<file path="src/hw/rtl/dassh_pkg.sv">
`default_nettype none

package dassh_pkg;

	// configuration register indexes
	localparam int unsigned CfgIdxW = 3;
	typedef enum logic [CfgIdxW-1:0] {
		CFG_STEP_INTERVAL_X = 3'd0,
		CFG_STEP_INTERVAL_Y = 3'd1,
		CFG_BLANK_STEPS     = 3'd2,
		CFG_CHASE_INTERVAL  = 3'd3,
		CFG_CHASE_SPACING   = 3'd4
	} cfg_idx_t;

	localparam int unsigned CfgDataW  = 16;
	localparam int unsigned IntervalW = 16;
	localparam int unsigned BlankW    = 10;
	localparam int unsigned SpacingW  = 8;
	localparam int unsigned PixelW    = 8;

	// register values after reset
	localparam logic [IntervalW-1:0] STEP_INTERVAL_RST  = 16'd1000;
	localparam logic [BlankW-1:0]    BLANK_STEPS_RST    = 10'd200;
	localparam logic [IntervalW-1:0] CHASE_INTERVAL_RST = 16'd20000;
	localparam logic [SpacingW-1:0]  CHASE_SPACING_RST  = 8'd80;

	localparam logic [IntervalW-1:0] ELAPSED_MAX = 16'hFFFF;

	// control from the sequencer to one axis
	typedef struct packed {
		logic start;   // re-arm: load blanking count, clear latch
		logic tick;    // one timebase tick while homing
		logic stall;   // driver stall report for this tick
	} axis_ctl_t;

	// status from one axis back to the sequencer
	typedef struct packed {
		logic step;        // step pulse this tick
		logic latched_nxt; // stall latch after this tick
	} axis_sts_t;

endpackage

`default_nettype wire

</file>
<file path="src/hw/rtl/dual_axis_stall_homing_sequencer.sv">
`default_nettype none

// Two-axis stall homing sequencer with LED chase pointer.
// Input stream: one request per timebase tick. s_tuser = command
// (0 tick, 1 start homing); s_tdata carries the two driver stall flags.
// Output stream: exactly one result per request, in order: step pulses
// for both axes, busy/done, and the chase redraw with its two pixel
// indexes (zero when no redraw happens).
// A request accepted sits in the input register; its result is loaded
// into the output register when that register is empty or being read.
// Throughput: one request per clock when not stalled; the whole per-tick
// update is a single pass of counters and compares between both registers.
// A stalled receiver holds the output register; the input register still
// takes a request as long as it can move on in the same cycle, so both
// sides stall together only when both registers are full.
// Configuration writes (cfg_we/cfg_index/cfg_data) take effect at once;
// blank_steps is loaded into the axes at each start request.
// Reset clears the valid flags and homing state: idle, no homing, registers at default values.
module dual_axis_stall_homing_sequencer #(
	parameter int unsigned RING_PIXELS = 160
) (
	input  wire                             clk,
	input  wire                             arst_n,
	// slave side
	input  wire                             s_tvalid,
	output logic                            s_tready,
	input  wire  [7:0]                      s_tdata,  // [0] stall_x, [1] stall_y
	input  wire                             s_tuser,  // [0] command
	// master side
	output logic                            m_tvalid,
	input  wire                             m_tready,
	// [0] step_x, [1] step_y, [2] busy_res, [3] done_res, [4] led_update,
	// [12:5] lead_pixel, [20:13] trail_pixel
	output logic [23:0]                     m_tdata,
	// configuration
	input  wire                             cfg_we,
	input  wire  [dassh_pkg::CfgIdxW-1:0]   cfg_index,
	input  wire  [dassh_pkg::CfgDataW-1:0]  cfg_data
);
	import dassh_pkg::*;

	localparam int unsigned PosW = $clog2(RING_PIXELS);
	localparam int unsigned TabN = 1 << SpacingW;
	localparam logic [PosW-1:0] PosLast = PosW'(RING_PIXELS - 1);
	localparam logic [PosW:0]   Ring    = (PosW+1)'(RING_PIXELS);

	// configuration registers
	logic [IntervalW-1:0] step_interval_x_q;
	logic [IntervalW-1:0] step_interval_y_q;
	logic [BlankW-1:0]    blank_steps_q;
	logic [IntervalW-1:0] chase_interval_q;
	logic [SpacingW-1:0]  chase_spacing_q;

	always_ff @(posedge clk or negedge arst_n) begin
		if (!arst_n) begin
			step_interval_x_q <= STEP_INTERVAL_RST;
			step_interval_y_q <= STEP_INTERVAL_RST;
			blank_steps_q     <= BLANK_STEPS_RST;
			chase_interval_q  <= CHASE_INTERVAL_RST;
			chase_spacing_q   <= CHASE_SPACING_RST;
		end else if (cfg_we) begin
			unique case (cfg_idx_t'(cfg_index))
				CFG_STEP_INTERVAL_X: step_interval_x_q <= cfg_data;
				CFG_STEP_INTERVAL_Y: step_interval_y_q <= cfg_data;
				CFG_BLANK_STEPS:     blank_steps_q     <= cfg_data[BlankW-1:0];
				CFG_CHASE_INTERVAL:  chase_interval_q  <= cfg_data;
				CFG_CHASE_SPACING:   chase_spacing_q   <= cfg_data[SpacingW-1:0];
				default: ;
			endcase
		end
	end

	// spacing reduced modulo the ring, built at elaboration
	logic [PosW-1:0] spc_tab [TabN];
	for (genvar g = 0; g < TabN; g++) begin : g_spc
		assign spc_tab[g] = PosW'(g % RING_PIXELS);
	end

	// input register
	logic valid_s1;
	logic cmd_s1;
	logic stall_x_s1;
	logic stall_y_s1;
	logic advance;

	assign advance  = valid_s1 && (!m_tvalid || m_tready);
	assign s_tready = !valid_s1 || advance;

	always_ff @(posedge clk or negedge arst_n) begin
		if (!arst_n) begin
			valid_s1 <= 1'b0;
		end else if (s_tready) begin
			valid_s1 <= s_tvalid;
		end
	end

	always_ff @(posedge clk) begin
		if (s_tvalid && s_tready) begin
			cmd_s1     <= s_tuser;
			stall_x_s1 <= s_tdata[0];
			stall_y_s1 <= s_tdata[1];
		end
	end

	// sequencer state
	logic            active_q;
	logic [IntervalW-1:0] chase_elapsed_q;
	logic [PosW-1:0] chase_pos_q;

	logic start;
	logic tick;
	assign start = advance && cmd_s1;
	assign tick  = advance && !cmd_s1 && active_q;

	// axes
	axis_ctl_t ctl_x, ctl_y;
	axis_sts_t sts_x, sts_y;

	assign ctl_x = '{start: start, tick: tick, stall: stall_x_s1};
	assign ctl_y = '{start: start, tick: tick, stall: stall_y_s1};

	dassh_axis u_axis_x (
		.clk         (clk),
		.arst_n      (arst_n),
		.ctl         (ctl_x),
		.interval    (step_interval_x_q),
		.blank_steps (blank_steps_q),
		.sts         (sts_x)
	);

	dassh_axis u_axis_y (
		.clk         (clk),
		.arst_n      (arst_n),
		.ctl         (ctl_y),
		.interval    (step_interval_y_q),
		.blank_steps (blank_steps_q),
		.sts         (sts_y)
	);

	// chase counter and pixel indexes
	logic [IntervalW-1:0] chase_inc;
	logic                 chase_hit;
	logic [PosW:0]        trail_sum;
	logic [PosW-1:0]      trail_pos;
	logic [PosW-1:0]      pos_next;
	logic                 done;

	always_comb begin
		chase_inc = (chase_elapsed_q < ELAPSED_MAX) ? chase_elapsed_q + 1'b1
		                                            : chase_elapsed_q;
		chase_hit = (chase_inc >= chase_interval_q);
		trail_sum = {1'b0, chase_pos_q} + {1'b0, spc_tab[chase_spacing_q]};
		trail_pos = (trail_sum >= Ring) ? PosW'(trail_sum - Ring) : trail_sum[PosW-1:0];
		pos_next  = (chase_pos_q >= PosLast) ? '0 : chase_pos_q + 1'b1;
		done      = tick && sts_x.latched_nxt && sts_y.latched_nxt;
	end

	always_ff @(posedge clk or negedge arst_n) begin
		if (!arst_n) begin
			active_q        <= 1'b0;
			chase_elapsed_q <= '0;
			chase_pos_q     <= '0;
		end else if (start) begin
			active_q        <= 1'b1;
			chase_elapsed_q <= ELAPSED_MAX;
			chase_pos_q     <= '0;
		end else if (tick) begin
			if (done) begin
				active_q <= 1'b0;
			end
			if (chase_hit) begin
				chase_elapsed_q <= '0;
				chase_pos_q     <= pos_next;
			end else begin
				chase_elapsed_q <= chase_inc;
			end
		end
	end

	// result register
	logic            upd;
	logic [PosW+PixelW-1:0] lead_ext;
	logic [PosW+PixelW-1:0] trail_ext;
	logic [23:0]     res;

	always_comb begin
		upd       = tick && chase_hit;
		lead_ext  = {{PixelW{1'b0}}, upd ? chase_pos_q : {PosW{1'b0}}};
		trail_ext = {{PixelW{1'b0}}, upd ? trail_pos : {PosW{1'b0}}};
		res       = '0;
		res[0]    = sts_x.step;
		res[1]    = sts_y.step;
		res[2]    = start || (tick && !done);
		res[3]    = done;
		res[4]    = upd;
		res[12:5] = lead_ext[PixelW-1:0];
		res[20:13] = trail_ext[PixelW-1:0];
	end

	always_ff @(posedge clk or negedge arst_n) begin
		if (!arst_n) begin
			m_tvalid <= 1'b0;
		end else if (!m_tvalid || m_tready) begin
			m_tvalid <= valid_s1;
		end
	end

	always_ff @(posedge clk) begin
		if (advance) begin
			m_tdata <= res;
		end
	end

endmodule

`default_nettype wire

</file>
<file path="src/hw/rtl/dassh_axis.sv">
`default_nettype none

module dassh_axis (
	input  wire                            clk,
	input  wire                            arst_n,
	input  wire  dassh_pkg::axis_ctl_t     ctl,
	input  wire  [dassh_pkg::IntervalW-1:0] interval,
	input  wire  [dassh_pkg::BlankW-1:0]    blank_steps,
	output dassh_pkg::axis_sts_t           sts
);
	import dassh_pkg::*;

	logic [IntervalW-1:0] elapsed_q;
	logic [BlankW-1:0]    blank_left_q;
	logic                 latched_q;

	logic [IntervalW-1:0] cnt_inc;
	logic                 hit;
	logic                 do_latch;
	logic                 do_step;

	// stall latches only once blanking is over; otherwise count toward a step
	always_comb begin
		cnt_inc  = (elapsed_q < ELAPSED_MAX) ? elapsed_q + 1'b1 : elapsed_q;
		hit      = (cnt_inc >= interval);
		do_latch = ctl.tick && !latched_q && ctl.stall && (blank_left_q == '0);
		do_step  = ctl.tick && !latched_q && !do_latch && hit;
		sts.step        = do_step;
		sts.latched_nxt = latched_q || do_latch;
	end

	always_ff @(posedge clk or negedge arst_n) begin
		if (!arst_n) begin
			elapsed_q    <= '0;
			blank_left_q <= '0;
			latched_q    <= 1'b0;
		end else if (ctl.start) begin
			elapsed_q    <= ELAPSED_MAX;
			blank_left_q <= blank_steps;
			latched_q    <= 1'b0;
		end else if (ctl.tick && !latched_q) begin
			if (do_latch) begin
				latched_q <= 1'b1;
			end else if (hit) begin
				elapsed_q <= '0;
				if (blank_left_q != '0) begin
					blank_left_q <= blank_left_q - 1'b1;
				end
			end else begin
				elapsed_q <= cnt_inc;
			end
		end
	end

endmodule

`default_nettype wire

</file>
<file path="config.mk">
export PLATFORM = sky130hd
export DESIGN_NAME = dual_axis_stall_homing_sequencer
export DESIGN_NICKNAME = d
export VERILOG_FILES = /design/src/hw/rtl/dassh_pkg.sv /design/src/hw/rtl/dual_axis_stall_homing_sequencer.sv /design/src/hw/rtl/dassh_axis.sv
export SDC_FILE = /design/constraint.sdc
export NUM_CORES = 1
export LEC_CHECK = 0
export CAP_MARGIN = 10
export CORE_MARGIN = 10
export CORE_UTILIZATION = 40
export DETAILED_ROUTE_END_ITERATION = 8
export DONT_BUFFER_PORTS = 1
export HOLD_SLACK_MARGIN = 0.06
export PLACE_DENSITY_LB_ADDON = 0.12
export RECOVER_POWER = 50
export SLEW_MARGIN = 20
export SYNTH_ARGS = -nofsm -noshare
export SYNTH_HDL_FRONTEND = slang
export SYNTH_HIERARCHICAL = 1
export SYNTH_SLANG_ARGS = --single-unit
</file>
<file path="constraint.sdc">
create_clock -name clk -period 12 [get_ports clk]
set_clock_uncertainty 0.05 [all_clocks]
set_input_delay 0.6 -clock clk [delete_from_list [all_inputs] [get_ports clk]]
set_output_delay 0.6 -clock clk [all_outputs]
set_load 0.02 [all_outputs]
</file>
==> flow_summary.json <==
{
  "synthCells": 1020,
  "die_w_um": 180.3,
  "final_antenna_net_count": 0,
  "ys_types": 78,
  "r2r-end": "u_axis_y/blank_left_q[4]$_DFFE_PN0P_",
  "cts_tree": "done",
  "ys_ff_latch": 171,
  "grt_pass1_wl_mm": 38.77,
  "design.core.area_um2": 25250,
  "io_buffers": 0,
  "antenna_cells": 0,
  "final_common_cell": "dfrtp_1",
  "synth_edf_count": 24,
  "path_delay_family": "compound AO/OA/AOI/OAI gates",
  "numCtsBuffers": 17,
  "place_congestion": 0.7703,
  "min_period_over_period_pct": 40.55,
  "p_total_w": 0.002449,
  "vias": 7411,
  "rsz0062_at_grt": "no",
  "reg2reg_slack_ps": 7130,
  "drc": 0,
  "power.density_nw_per_um2": 219.3,
  "setup.worst_path.class": "flop to flop",
  "cts.sinks": 171,
  "ys_warn_count": 6,
  "start_kind": "flop",
  "fillers": 2427,
  "antenna_found_initial": 0,
  "status": "complete, no violations",
  "setup_violations": 0,
  "rows": 58,
  "hold_slack_ps": 41.90,
  "critPathRequiredTime_ps": 12260,
  "r2r-start": "u_axis_y/elapsed_q[0]$_DFFE_PN0P_",
  "tns_ps": 0,
  "critPathArrivalTime_ps": 5130,
  "die_h_um": 180.3,
  "cts_root_buf": "clkbuf_16",
  "ys.flop_type": "dfrtp_1",
  "grt.overflow.total": 0,
  "start_util_pct": 40.71,
  "ios": 59,
  "nets": 1101,
  "clockBufferDepth": 2,
  "synthArstFlopShare_pct": 85.96,
  "dr.pass1.iters": 5,
  "slowest_stage": "o311ai_0",
  "hold_violations": 0,
  "worstPathMaxFanout": 11,
  "fin_area_um2": 11160,
  "max_freq_mhz": 205.5,
  "drv_cap": 0,
  "clkTransAtPathRegs_ps": 70,
  "synth_area_um2": 10280,
  "p_leak_nw": 4.730,
  "ir_drop_mv": 0.1006,
  "grt_usage_pct": 14.54,
  "drtIter0Drc": 529,
  "hp-class": "input port to asynchronous set/reset pin",
  "cpPeakStageDelay_ps": 930,
  "areaGrowthSynthToFinish_pct": 8.580,
  "worstPathCellList": "ha_1 > nand2_1 > o311ai_0 > nor2_1 > xor2_1 > ha_1 > nand4_1 > or4_1 > o32a_1 > a21oi_1 > a311oi_1 > a211o_1",
  "relSlewSlack_pct": 18.01,
  "crit_path_frequent_cell": "ha_1",
  "ff2ff_path_depth": 12,
  "worstSetupEndpointType": "flop",
  "via_per_inst": 5.502,
  "dieArea_um2": 32520,
  "syn_avg_cell_area_um2": 10.08,
  "final_cell_mix": "dfrtp_1, nand2_1, inv_1, mux2_2, ha_1",
  "routed_wl_mm": 24.07,
  "worst_slew_pin_slew_ps": 1221,
  "final_layout_size_suffix_gt1_share_pct": 14.36,
  "hpwl_mm": 16.83,
  "grt_pass1_vias": 6976,
  "utilization_pct": 44.20,
  "fin_crit_ps": 4866,
  "crit_buf_inv": 0,
  "slew_viol_final": 0,
  "clk_latency_ps": 430,
  "grt_max_degree": 148,
  "htreeDepth": 4,
  "wl_per_cell_um": 17.87,
  "ys_seq_area_share_pct": 43.06,
  "placed_cell_area_um2": 10530
}
-- worst register-to-register path, stage by stage (launching register included) --
cell and delay, ps:
dfrtp_1 460, ha_1 250, nand2_1 140, o311ai_0 930, nor2_1 150, xor2_1 200, ha_1 330, nand4_1 130
or4_1 530, o32a_1 380, a21oi_1 690, a311oi_1 200, a211o_1 290
-- how the worst max path moves through the flow --
stage | startpoint | endpoint | slack, ps | cells after the start
floorplan | u_axis_y/elapsed_q[6]$_DFFE_PN0P_ | u_axis_y/blank_left_q[9]$_DFFE_PN0P_ | 7980 | 12
global placement | u_axis_x/elapsed_q[3]$_DFFE_PN0P_ | u_axis_x/elapsed_q[0]$_DFFE_PN0P_ | 6990 | 12
detailed placement | u_axis_x/elapsed_q[3]$_DFFE_PN0P_ | u_axis_x/elapsed_q[0]$_DFFE_PN0P_ | 7110 | 12
CTS | u_axis_x/elapsed_q[3]$_DFFE_PN0P_ | u_axis_x/elapsed_q[0]$_DFFE_PN0P_ | 7080 | 12
global route | u_axis_y/elapsed_q[0]$_DFFE_PN0P_ | u_axis_y/blank_left_q[4]$_DFFE_PN0P_ | 6760 | 12
finish | u_axis_y/elapsed_q[0]$_DFFE_PN0P_ | u_axis_y/blank_left_q[4]$_DFFE_PN0P_ | 7130 | 12
-- metrics by stage --
stage / setup slack, ps / cells
floorplan: 7982 / 1022
global placement: 6993 / 1314
detailed placement: 7110 / 1314
CTS: 7084 / 1347
global route: 6760 / 1347
finish: 7134 / 1347
-- power breakdown --
part | total [W] | internal [W] | switching [W]
Combinational | 0.000906 | 0.000398 | 0.000508
Sequential | 0.000960 | 0.000766 | 0.000194
Clock | 0.000583 | 0.000332 | 0.000251
-- repair_timing --
| action | 4_1_cts | 5_1_grt |
|---|---|---|
| buffers inserted | 0 | 0 |
| gates resized for setup | 0 | 0 |
| hold buffers | 1 | 0 |
| endpoints found under the hold margin | 147 | 0 |
-- sequential cells by signal (all words and copies together), names as in the netlist, 16 cells and up --
register / cells
chase_elapsed_q: 16
chase_interval_q: 16
m_tdata: 21
step_interval_x_q: 16
step_interval_y_q: 16
u_axis_x/elapsed_q: 16
u_axis_y/elapsed_q: 16
-- layout make-up --
class                   instances  area, um2  area share, %
clock buffers                  17      425.4          3.811
well taps                     330      412.9          3.699
inverters                      79      296.5          2.656
repair buffers                  4      42.54         0.3811
clock inverters                15      188.9          1.692
multi-input cells             731       5370          48.11
flip-flops and latches        171       4427          39.65
-- per-layer routing --
layer | part of all wire [%] | vias to the layer above | wire length (um) | global-route usage, %
met5 | 0 | - | 0 | 0
met1 | 49 | 3602 | 11690 | 19.35
met3 | 3.0 | 22 | 718 | 2.530
met4 | 1.4 | 0 | 335 | 4.495
met2 | 47 | 108 | 11330 | 23.51
li1 | - | 3679 | - | -
-- logic make-up (layout without fill, tap and decap cells) --
logic type	Yosys count	in the layout	synth area share (%)
AND/OR/NAND/NOR	316	316	16.27
AO/OA/AOI/OAI	232	232	16.49
adder cells (fa/ha/maj)	64	64	7.862
buffers and inverters	120	115	4.734
flip-flops	171	171	43.06
other	1	3	0.03647
multiplexers	72	72	7.801
XOR/XNOR	44	44	3.748
-- cell usage after synthesis (25+ instances only) --
library cell / instances / area, um2
nand2_1: 78 / 292.8
and3_1: 26 / 162.7
nor2_1: 62 / 232.7
dfrtp_1: 125 / 3128
o21ai_0: 40 / 200.2
mux2_2: 65 / 732.0
a221o_1: 36 / 360.4
ha_1: 63 / 788.3
nand3_1: 25 / 125.1
inv_1: 78 / 292.8
a21oi_1: 49 / 245.2
Note: power is estimated with default switching activity, not from simulation.
